**src/hdl/koes_pkg.sv**
```systemverilog
`timescale 1ns / 1ps
package koes_pkg;
    localparam int FRAC_BITS_DEF = 20;
    localparam int ADDR_W = 5;
    localparam logic [47:0] TIME_MAX = 48'hFFFF_FFFF_FFFF;
    localparam logic [20:0] STEP_MAX = 21'h1F_FFFF;
    localparam logic [63:0] GM_Q32 = 64'd169558512509;
    localparam logic [33:0] ACC_CAP = 34'h2_0000_0000;

    typedef enum logic [2:0] {
        REG_STEP   = 3'd0,
        REG_START_X  = 3'd1,
        REG_START_Y  = 3'd2,
        REG_START_VX = 3'd3,
        REG_START_VY = 3'd4
    } t_reg_idx;

    // start request / result of the shared divide/sqrt unit
    typedef struct packed {
        logic         start;
        logic         is_sqrt;
        logic [127:0] num;
        logic [127:0] den;
    } t_div_req;

    typedef struct packed {
        logic        done;
        logic [63:0] quo;
        logic        big;
    } t_div_rsp;

    function automatic logic [31:0] clip32(input logic signed [65:0] v, output logic f);
        f = 1'b0;
        if (v > 66'sd2147483647) begin
            f = 1'b1;
            return 32'h7FFF_FFFF;
        end
        if (v < -66'sd2147483648) begin
            f = 1'b1;
            return 32'h8000_0000;
        end
        return v[31:0];
    endfunction
endpackage

```
**src/hdl/koes_div_unit.sv**
```systemverilog
`timescale 1ns / 1ps
// bit-serial restoring divider and integer square root, one bit per cycle while busy
module koes_div_unit (
    input  logic                i_clk,
    input  logic                i_rst_n,
    input  koes_pkg::t_div_req  i_req,
    output koes_pkg::t_div_rsp  o_rsp
);
    logic [127:0] r_num;
    logic [127:0] r_den;
    logic [128:0] r_rem;
    logic [63:0]  r_quo;
    logic         r_big;
    logic [6:0]   r_cnt;
    logic         r_busy;
    logic         r_sqrt;
    logic         r_done;
    logic [128:0] n_rem;
    logic [128:0] n_trial;
    logic         n_ge;
    logic [63:0]  n_res;

    always_comb begin
        if (r_sqrt) begin
            // restoring sqrt: two bits of radicand per step
            n_rem   = {r_rem[126:0], r_num[127:126]};
            n_trial = {63'd0, r_quo, 2'b01};
            n_res   = {r_quo[62:0], 1'b0};
        end else begin
            n_rem   = {r_rem[127:0], r_num[127]};
            n_trial = {1'b0, r_den};
            n_res   = {r_quo[62:0], 1'b0};
        end
        n_ge = n_rem >= n_trial;
    end

    always_ff @(posedge i_clk) begin
        if (!i_rst_n) begin
            r_busy <= 1'b0;
            r_done <= 1'b0;
        end else begin
            r_done <= 1'b0;
            if (i_req.start) begin
                r_busy <= 1'b1;
                r_sqrt <= i_req.is_sqrt;
                r_num  <= i_req.num;
                r_den  <= i_req.den;
                r_rem  <= '0;
                r_quo  <= '0;
                r_big  <= 1'b0;
                // sqrt radicand sits in the upper 64 bits: 32 steps
                r_cnt  <= i_req.is_sqrt ? 7'd31 : 7'd127;
            end else if (r_busy) begin
                r_num <= r_sqrt ? {r_num[125:0], 2'b00} : {r_num[126:0], 1'b0};
                if (n_ge) begin
                    r_rem <= n_rem - n_trial;
                    if (!r_sqrt && r_cnt >= 7'd33)
                        r_big <= 1'b1;
                    r_quo <= n_res | 64'd1;
                end else begin
                    r_rem <= n_rem;
                    r_quo <= n_res;
                end
                if (r_cnt == 7'd0) begin
                    r_busy <= 1'b0;
                    r_done <= 1'b1;
                end
                r_cnt <= r_cnt - 7'd1;
            end
        end
    end

    assign o_rsp.done = r_done;
    assign o_rsp.quo  = r_quo;
    assign o_rsp.big  = r_big;
endmodule

```
**config.mk**
```make
export PLATFORM = sky130hd
export DESIGN_NAME = koes_div_unit
export DESIGN_NICKNAME = d
export VERILOG_FILES = /design/src/hdl/koes_pkg.sv /design/src/hdl/koes_div_unit.sv
export SDC_FILE = /design/constraint.sdc
export NUM_CORES = 1
export LEC_CHECK = 0
export BUFFER_PORTS_ARGS = -buffer_cell sky130_fd_sc_hd__buf_2
export CAP_MARGIN = 20
export CORE_ASPECT_RATIO = 1.75
export CORE_MARGIN = 1.5
export CORE_UTILIZATION = 45
export CTS_CLUSTER_SIZE = 20
export DETAILED_ROUTE_END_ITERATION = 7
export PLACE_DENSITY_LB_ADDON = 0.05
export SKIP_LAST_GASP = 1
export SYNTH_ARGS = -nofsm -noshare
export SYNTH_HDL_FRONTEND = slang
export SYNTH_SLANG_ARGS = --single-unit
```
**constraint.sdc**
```tcl
create_clock -name i_clk -period 10.2 [get_ports i_clk]
set_clock_uncertainty 0.15 [all_clocks]
set_input_delay 2.04 -clock i_clk [delete_from_list [all_inputs] [get_ports i_clk]]
set_output_delay 2.04 -clock i_clk [all_outputs]
set_load 0.05 [all_outputs]
```
==> impl_results.md, run 1 <==
- Number of placed cells counting well taps: about 4100
- WL met2: between 40000 and 50000 um
- Routability congestion estimate from global placement: 0.966
- Post_cts resized: 0
- Die width: about 200 um
- Number of storage elements in the synthesis netlist: about 460
- Library cell used as clock root buffer: clkbuf_16
- Number of hold buffers added after CTS: 0
- Number of buffers inserted during clock tree synthesis: 45
- Detailed-router iteration count before antenna repair: 5
- Final Net Count: around 3600
- Number of antenna-violating nets in the routed design: 0
- Slew Limit Headroom: approximately a third
- Total I/O pin count: 326
- Hpwl dp: about 67000 um
- Vias in the first global route: 24500
- Time the final worst path needs with I/O delays and setup: 6.69 ns
- Highest metal used: met5
- Critical path peak fanout: between 100 and 150
- Most common cell after layout, fill and taps aside: edfxtp_1
- Number of design-rule violations left by the first detailed-router iteration: around 1500
- Most frequent cells in the layout: 457 x edfxtp_1, 324 x buf_2, 304 x a21oi_1
- Setup_tns: 0 ns
- Die outline area: 68500 sq um
- Path category of the worst min-delay check: reg -> reg
- Max Clk Rate: roughly 150 MHz
- Residual DRC count: 0
- Post-synthesis average cell area: between 9 and 10 sq um
- Global-route wire length before repair: around 140000 um
- Max capacitance violation total: 0
- Number of pins with negative max-slew slack in the final report: 0
- Number of rows created at floorplan: roughly 130
- Number of setup buffers added after CTS: 0
- Post-Syn Instances: around 3000
- Clock input transition at the sequential cells of the worst setup and hold paths: around 0.07 ns
- Multi-input logic area: ~15000 sq um
- Post-route non-filler standard cell count: 4159
- Maximum ir drop on the vdd rail: between 0.00015 and 0.0002 V
- Critical path capture point type: flip-flop
- Slew at the pin closest to its max-slew limit: just over 1 ns
- Fill cell instance count of the final layout: ~6300
- Crit path launch type: flip-flop
- Setup repair after global routing missed its margin: no
- Growth of design area from synthesis to finish: 12.2%
- Effective utilization at floorplan: 45.4%
- CTS tree: done
- Flip-flop cell with the highest count after synthesis: edfxtp_1
- Async set-reset flop share out of synthesis: 0%
- Cell-by-cell listing of the critical path: buf_12 -> buf_12 -> mux2_2 -> ha_1 -> nand2_1 -> nor3_1 -> nand4_1 -> nor4_1 -> o21ai_0 -> a31oi_1 -> o21ai_1 -> nand2_1 -> o21ai_0 -> nor3b_1 -> mux2_2 -> o22ai_1
- Sum of buffers and inverters on the critical path: 2
- Crit path arrival time: about 7 ns
- Share of layout cells above drive strength 1: 17.2%
- Routed length per placed instance: about 22 um
- Run status: finished clean
- Crit Path Class: reg -> reg
- Syn Nets: ~3400
- Clock sinks: roughly 460
- Initial antenna violation count: 6
- Chip Height: 345 um
- Final global-route overflow total: 0
- Port Buffers: between 300 and 400
- Portion of the post-synthesis area used by sequential elements: between 40% and 50%
- Ys Warns: 0
- Power consumption: 6.67 mW
- Worst Hold Margin: around 0.38 ns
- Endpoints failing hold: 0
- Cell type of the slowest stage on the worst timing path: a31oi_1
- PwrDens: a little under 200 nW/um^2
- GR Util All Layers: around a quarter
- Final setup viols: 0
- Number of library cell types mapped by synthesis: 74
- Number of synthesized flops with an enable pin: 457
- Source-to-sink clock delay at the later pin of the worst-skew pair: between 0.6 and 0.7 ns
- Peak per-stage delay on the critical path: around 0.72 ns
- Cell leakage power: about 13 nW
- Number of vias per cell after detailed routing: roughly 5.7
- Area of the mapped netlist: ~30000 sq um
- Maximum number of pins on one net before global-route repair: 172
- Met1 wire length: between 30000 and 40000 um
- Sum of met3 wire segment lengths after detailed routing: 3780 um
- CTS max path bufs: 3
- Final clock period utilization by the worst path: approximately two thirds
- Area taken by flip-flops and latches: 13800 sq um
- Required time worst endpoint: 10.50 ns
- H-tree depth: 2
- Core outline area: 66300 sq um
- Number of vias in the routed layout: 23900
- Kind of cell with the highest combined delay on the critical path: simple AND/OR/NAND/NOR gates
- Drt total wl: roughly 91000 um
report_power, final:
| part | total (mW) | switching [mW] | internal (mW) |
|---|---|---|---|
| clock network | 1.68 | 0.755 | 0.929 |
| registers | 2.41 | 0.0887 | 2.32 |
| logic | 2.57 | 1.63 | 0.947 |
| total | 6.67 | 2.47 | 4.20 |
registers in the layout, summed over array words and instances, names as in the netlist:
signal and count:
r_cnt 7, r_busy 1, r_big 1, r_den 128
r_rem 128, r_sqrt 1, r_quo 64, r_done 1
r_num 128
cell type report:
type | count | share of cell area, %
repair buffers | 342 | 5.47
well taps | 889 | 3.30
clock buffers | 58 | 3.64
inverters | 48 | 0.549
flip-flops and latches | 459 | 40.8
multi-input cells | 2337 | 45.6
clock inverters | 23 | 0.601
diodes | 3 | 0.0222
through the flow:
stage / setup WS (ns) / instance area (sq um) / util, %
finish: 3.51 / 33700 / 50.9
global route: 3.03 / 33700 / 50.9
CTS: 3.42 / 33700 / 50.8
detailed placement: 3.43 / 32300 / 48.7
global placement: 3.39 / 32300 / 48.7
floorplan: 2.81 / 30100 / -
final timing paths:
path / from / to / slack (ns) / depth (start not counted)
min reg2reg: r_busy / r_done / 0.38 / 2
max: r_sqrt / r_rem[126] / 3.51 / 16
min: r_busy / r_done / 0.38 / 2
max reg2reg: r_sqrt / r_rem[126] / 3.51 / 16
synth_stat cells, types with 6 or more instances:
master,count,share of area [%]
nor4_1,12,0.25
o31a_1,6,0.17
nor3_1,33,0.55
clkbuf_1,137,1.7
a21boi_0,9,0.22
o21bai_1,52,1.3
nand2b_1,71,1.5
a211oi_1,13,0.32
buf_1,22,0.27
o21ai_1,14,0.23
o21ai_0,247,4.1
nor2_1,288,3.6
o22ai_1,9,0.19
mux2_2,129,4.8
a21o_1,56,1.4
a21oi_1,304,5.1
nor2b_1,75,1.6
and2_1,13,0.27
xor2_1,41,1.2
o21a_1,17,0.42
edfxtp_1,457,46
buf_2,18,0.30
a31oi_1,12,0.25
nand3_1,23,0.38
inv_1,47,0.59
or3_1,12,0.25
xnor2_1,78,2.3
ha_1,130,5.4
o31ai_1,12,0.30
and3_1,13,0.27
o211ai_1,12,0.30
nand4_1,69,1.4
mux2i_1,213,7.1
a221oi_1,8,0.23
nand2_1,300,3.7
logic make-up (layout without fill, tap and decap cells):
logic type | count (synthesis) | after routing | synth area share (%)
other | 0 | 3 | 0
AOI/OAI and AO/OA | 819 | 819 | 16.0
DFF | 459 | 459 | 45.8
and+or+nand+nor | 926 | 926 | 14.3
xor gates and xnor gates | 119 | 119 | 3.47
muxes | 342 | 342 | 11.9
adders and majority gates | 131 | 131 | 5.47
buffers and inverters | 233 | 471 | 3.12
per-layer routing:
layer / GRT usage, % / up-vias
li1: - / 11600
met1: 27.8 / 11500
met2: 48.9 / 649
met3: 3.23 / 205
met4: 12.9 / 6
met5: 0 / -
worst register-to-register path, delay by kind of cell (launching register included):
family,cells,cell delay [ns]
simple gates,6,1.85
mux,2,0.94
buf+inv,2,1.04
flops,1,0.40
compound gates,5,1.75
fa+ha+maj,1,0.40
Power figures use the tool's default switching activity.
==> run 2, diff against run 1 <==
clock period = 6.22 ns   (was 10.2 ns; I/O delays follow)
==> run 2 against run 1 <==
Effect of this change:
- maximum frequency increased by 13%
- sequential power increased by 64%
- power increased by 65%
- register-to-register slack got worse by 3.2 ns
- flip-flop and latch count unchanged
- clock power increased by 63%
- sequential share of layout area decreased by 0.37 points
- die area unchanged
- core utilization increased by 0.47 points
- design area increased by 0.93%
- wire length decreased by 0.51%
- combinational power increased by 67%
- largest power group unchanged
==> impl_results.md, run 2 (synthesized netlist as in run 1, its figures left out) <==
- Vias in the first global route: 24900
- Port Buffers: about 330
- CTS tree: done
- Timing startpoint of the critical path: r_sqrt
- Effective utilization at floorplan: a little under half
- Switching pwr: 4.10 mW
- Source-to-sink clock delay at the later pin of the worst-skew pair: ~0.62 ns
- Slew at the pin closest to its max-slew limit: between 1 and 1.5 ns
- Number of antenna-violating nets in the routed design: 0
- Number of setup buffers added after CTS: 0
- Die outline area: approximately 70000 sq um
- CTS max path bufs: 3
- Number of vias per cell after detailed routing: 5.76
- Max Clk Rate: around 170 MHz
- Cell leakage power: about 13 nW
- Library cell used as clock root buffer: clkbuf_16
- Maximum number of pins on one net before global-route repair: about 230
- Crit path arrival time: roughly 6.2 ns
- Peak per-stage delay on the critical path: ~0.79 ns
- Number of pins with negative max-slew slack in the final report: 0
- Routed length per placed instance: between 20 and 25 um
- Drt total wl: 90300 um
- Setup_tns: 0 ns
- Clock power frac: between 20 and 30%
- Count of cells along the worst register-to-register path: 15
- Start point of the worst hold path: r_busy
- Final clock period utilization by the worst path: 94.8%
- Final setup viols: 0
- Layer carrying the most global-route usage: met2
- Number of vias in the routed layout: ~24000
- Switching part of the total: 37.4%
- Global routing met3 resource utilization: roughly 3.2%
- Residual DRC count: 0
- Number of design-rule violations left by the first detailed-router iteration: around 1200
- Sum of buffers and inverters on the critical path: 1
- Cell-by-cell listing of the critical path: buf_12 -> mux2_2 -> ha_1 -> nand2_1 -> nor3_1 -> nand4_1 -> nor4_1 -> o21ai_0 -> a31oi_1 -> o21ai_1 -> nand2_1 -> o21ai_0 -> nor3b_1 -> mux2_2 -> o22ai_1
- Required time worst endpoint: ~6.5 ns
- Routability congestion estimate from global placement: 0.949
- Die width: 198 um
- Growth of design area from synthesis to finish: 13.2%
- Fin area: roughly 34000 sq um
- PwrDens: roughly 320 nW/um^2
- Initial antenna violation count: 4
- Critical path peak fanout: 92
- Chip Height: around 350 um
- Kind of cell with the highest combined delay on the critical path: simple AND/OR/NAND/NOR gates
- Power share of the combinational group: between 30% and 40%
- Number of buffers inserted during clock tree synthesis: 47
- Crit Path Class: reg -> reg
- Number of hold buffers added after CTS: 0
- Core outline area: around 66000 sq um
- Clock input transition at the sequential cells of the worst setup and hold paths: 0.07 ns
- Met1 usage in global routing: between 20 and 30%
- Launching point of the worst reg2reg path: r_sqrt
- Number of rows created at floorplan: 125
- GR Util All Layers: 25.7%
- Endpoints failing hold: 0
- Global-route wire length before repair: ~140000 um
- Run status: finished clean
- Cell type of the slowest stage on the worst timing path: nor4_1
- Sequential fraction of design power: between 30% and 40%
- Setup repair after global routing missed its margin: no
- Detailed-router iteration count before antenna repair: 5
- Regs by FF count: r_den (128), r_num (128), r_rem (128)
- Met2 Track Usage GR: 48.9%
- Most common cell after layout, fill and taps aside: edfxtp_1
- Cell depth of the worst min-delay path: 2
- Max capacitance violation total: 0
- Final global-route overflow total: 0
- Critical path capture point type: flip-flop
- Slew Limit Headroom: 29.8%
- Crit path launch type: flip-flop
- Maximum ir drop on the vdd rail: 0.000294 V
- Time the final worst path needs with I/O delays and setup: 5.89 ns
- Post_cts resized: 0
- Final Net Count: between 3000 and 4000
- Hpwl dp: around 67000 um
- Clock sinks: ~460
- Share of layout cells above drive strength 1: a little under a fifth
- Internal: between 6 and 7 mW
- Most frequent cells in the layout: 457 x edfxtp_1, 324 x buf_2, 304 x a21oi_1
- Total I/O pin count: 326
- DP Area: about 33000 sq um
- Path category of the worst min-delay check: reg -> reg
- Logic depth of the worst path, buffers included: 15
- H-tree depth: 2
[run 2: changes by cell type in the layout (fill, tap and decap cells not counted), sizes merged]
cell      change
clkinvlp      +2
clkbuf        +1
inv           +2
buf          +38
bufinv        -3
clkinv        +5
[run 2: stage by stage]
stage	hold slack, ns	util (%)	total power [mW]	cells	setup WS, ns
detailed placement	0.365	49.2	8.26	4113	0.386
global route	0.409	51.4	11.6	4202	0.108
global placement	0.348	49.2	8.25	4113	0.338
finish	0.375	51.4	11.0	4204	0.326
floorplan	0.327	-	7.03	3029	0.789
CTS	0.377	51.3	11.0	4201	0.368
[run 2: worst min-delay path: stages (launching register included)]
cell and delay, ns:
dfxtp_1 0.32, nand2_1 0.10, nor4_1 0.06
[run 2: power groups by stage]
stage               clock network [mW]  registers [mW]  logic, mW
global placement                     0            4.01       4.24
CTS                               2.82            3.95       4.27
floorplan                            0            4.05       2.98
finish                            2.74            3.95       4.29
global route                      2.92            3.98       4.70
detailed placement                   0            4.01       4.25
[run 2: final timing paths]
path           endpoint  slack, ns
max reg2reg  r_rem[126]       0.33
min              r_done       0.38
max          r_rem[126]       0.33
min reg2reg      r_done       0.38
[run 2: per-layer routing]
layer	routed length, um	vias to the layer above
met1	34100	11700
met5	17	-
met2	47800	666
met4	4640	2
li1	-	11600
met3	3750	224
[run 2: area by class of cell]
type,count,area (sq um)
fill,6410,32300
tap,889,1110
timing repair buffer,380,2150
antenna,3,7.51
multi-input combinational,2337,15400
clock inverter,29,184
sequential,459,13800
clock buffer,59,1260
inverter,48,185
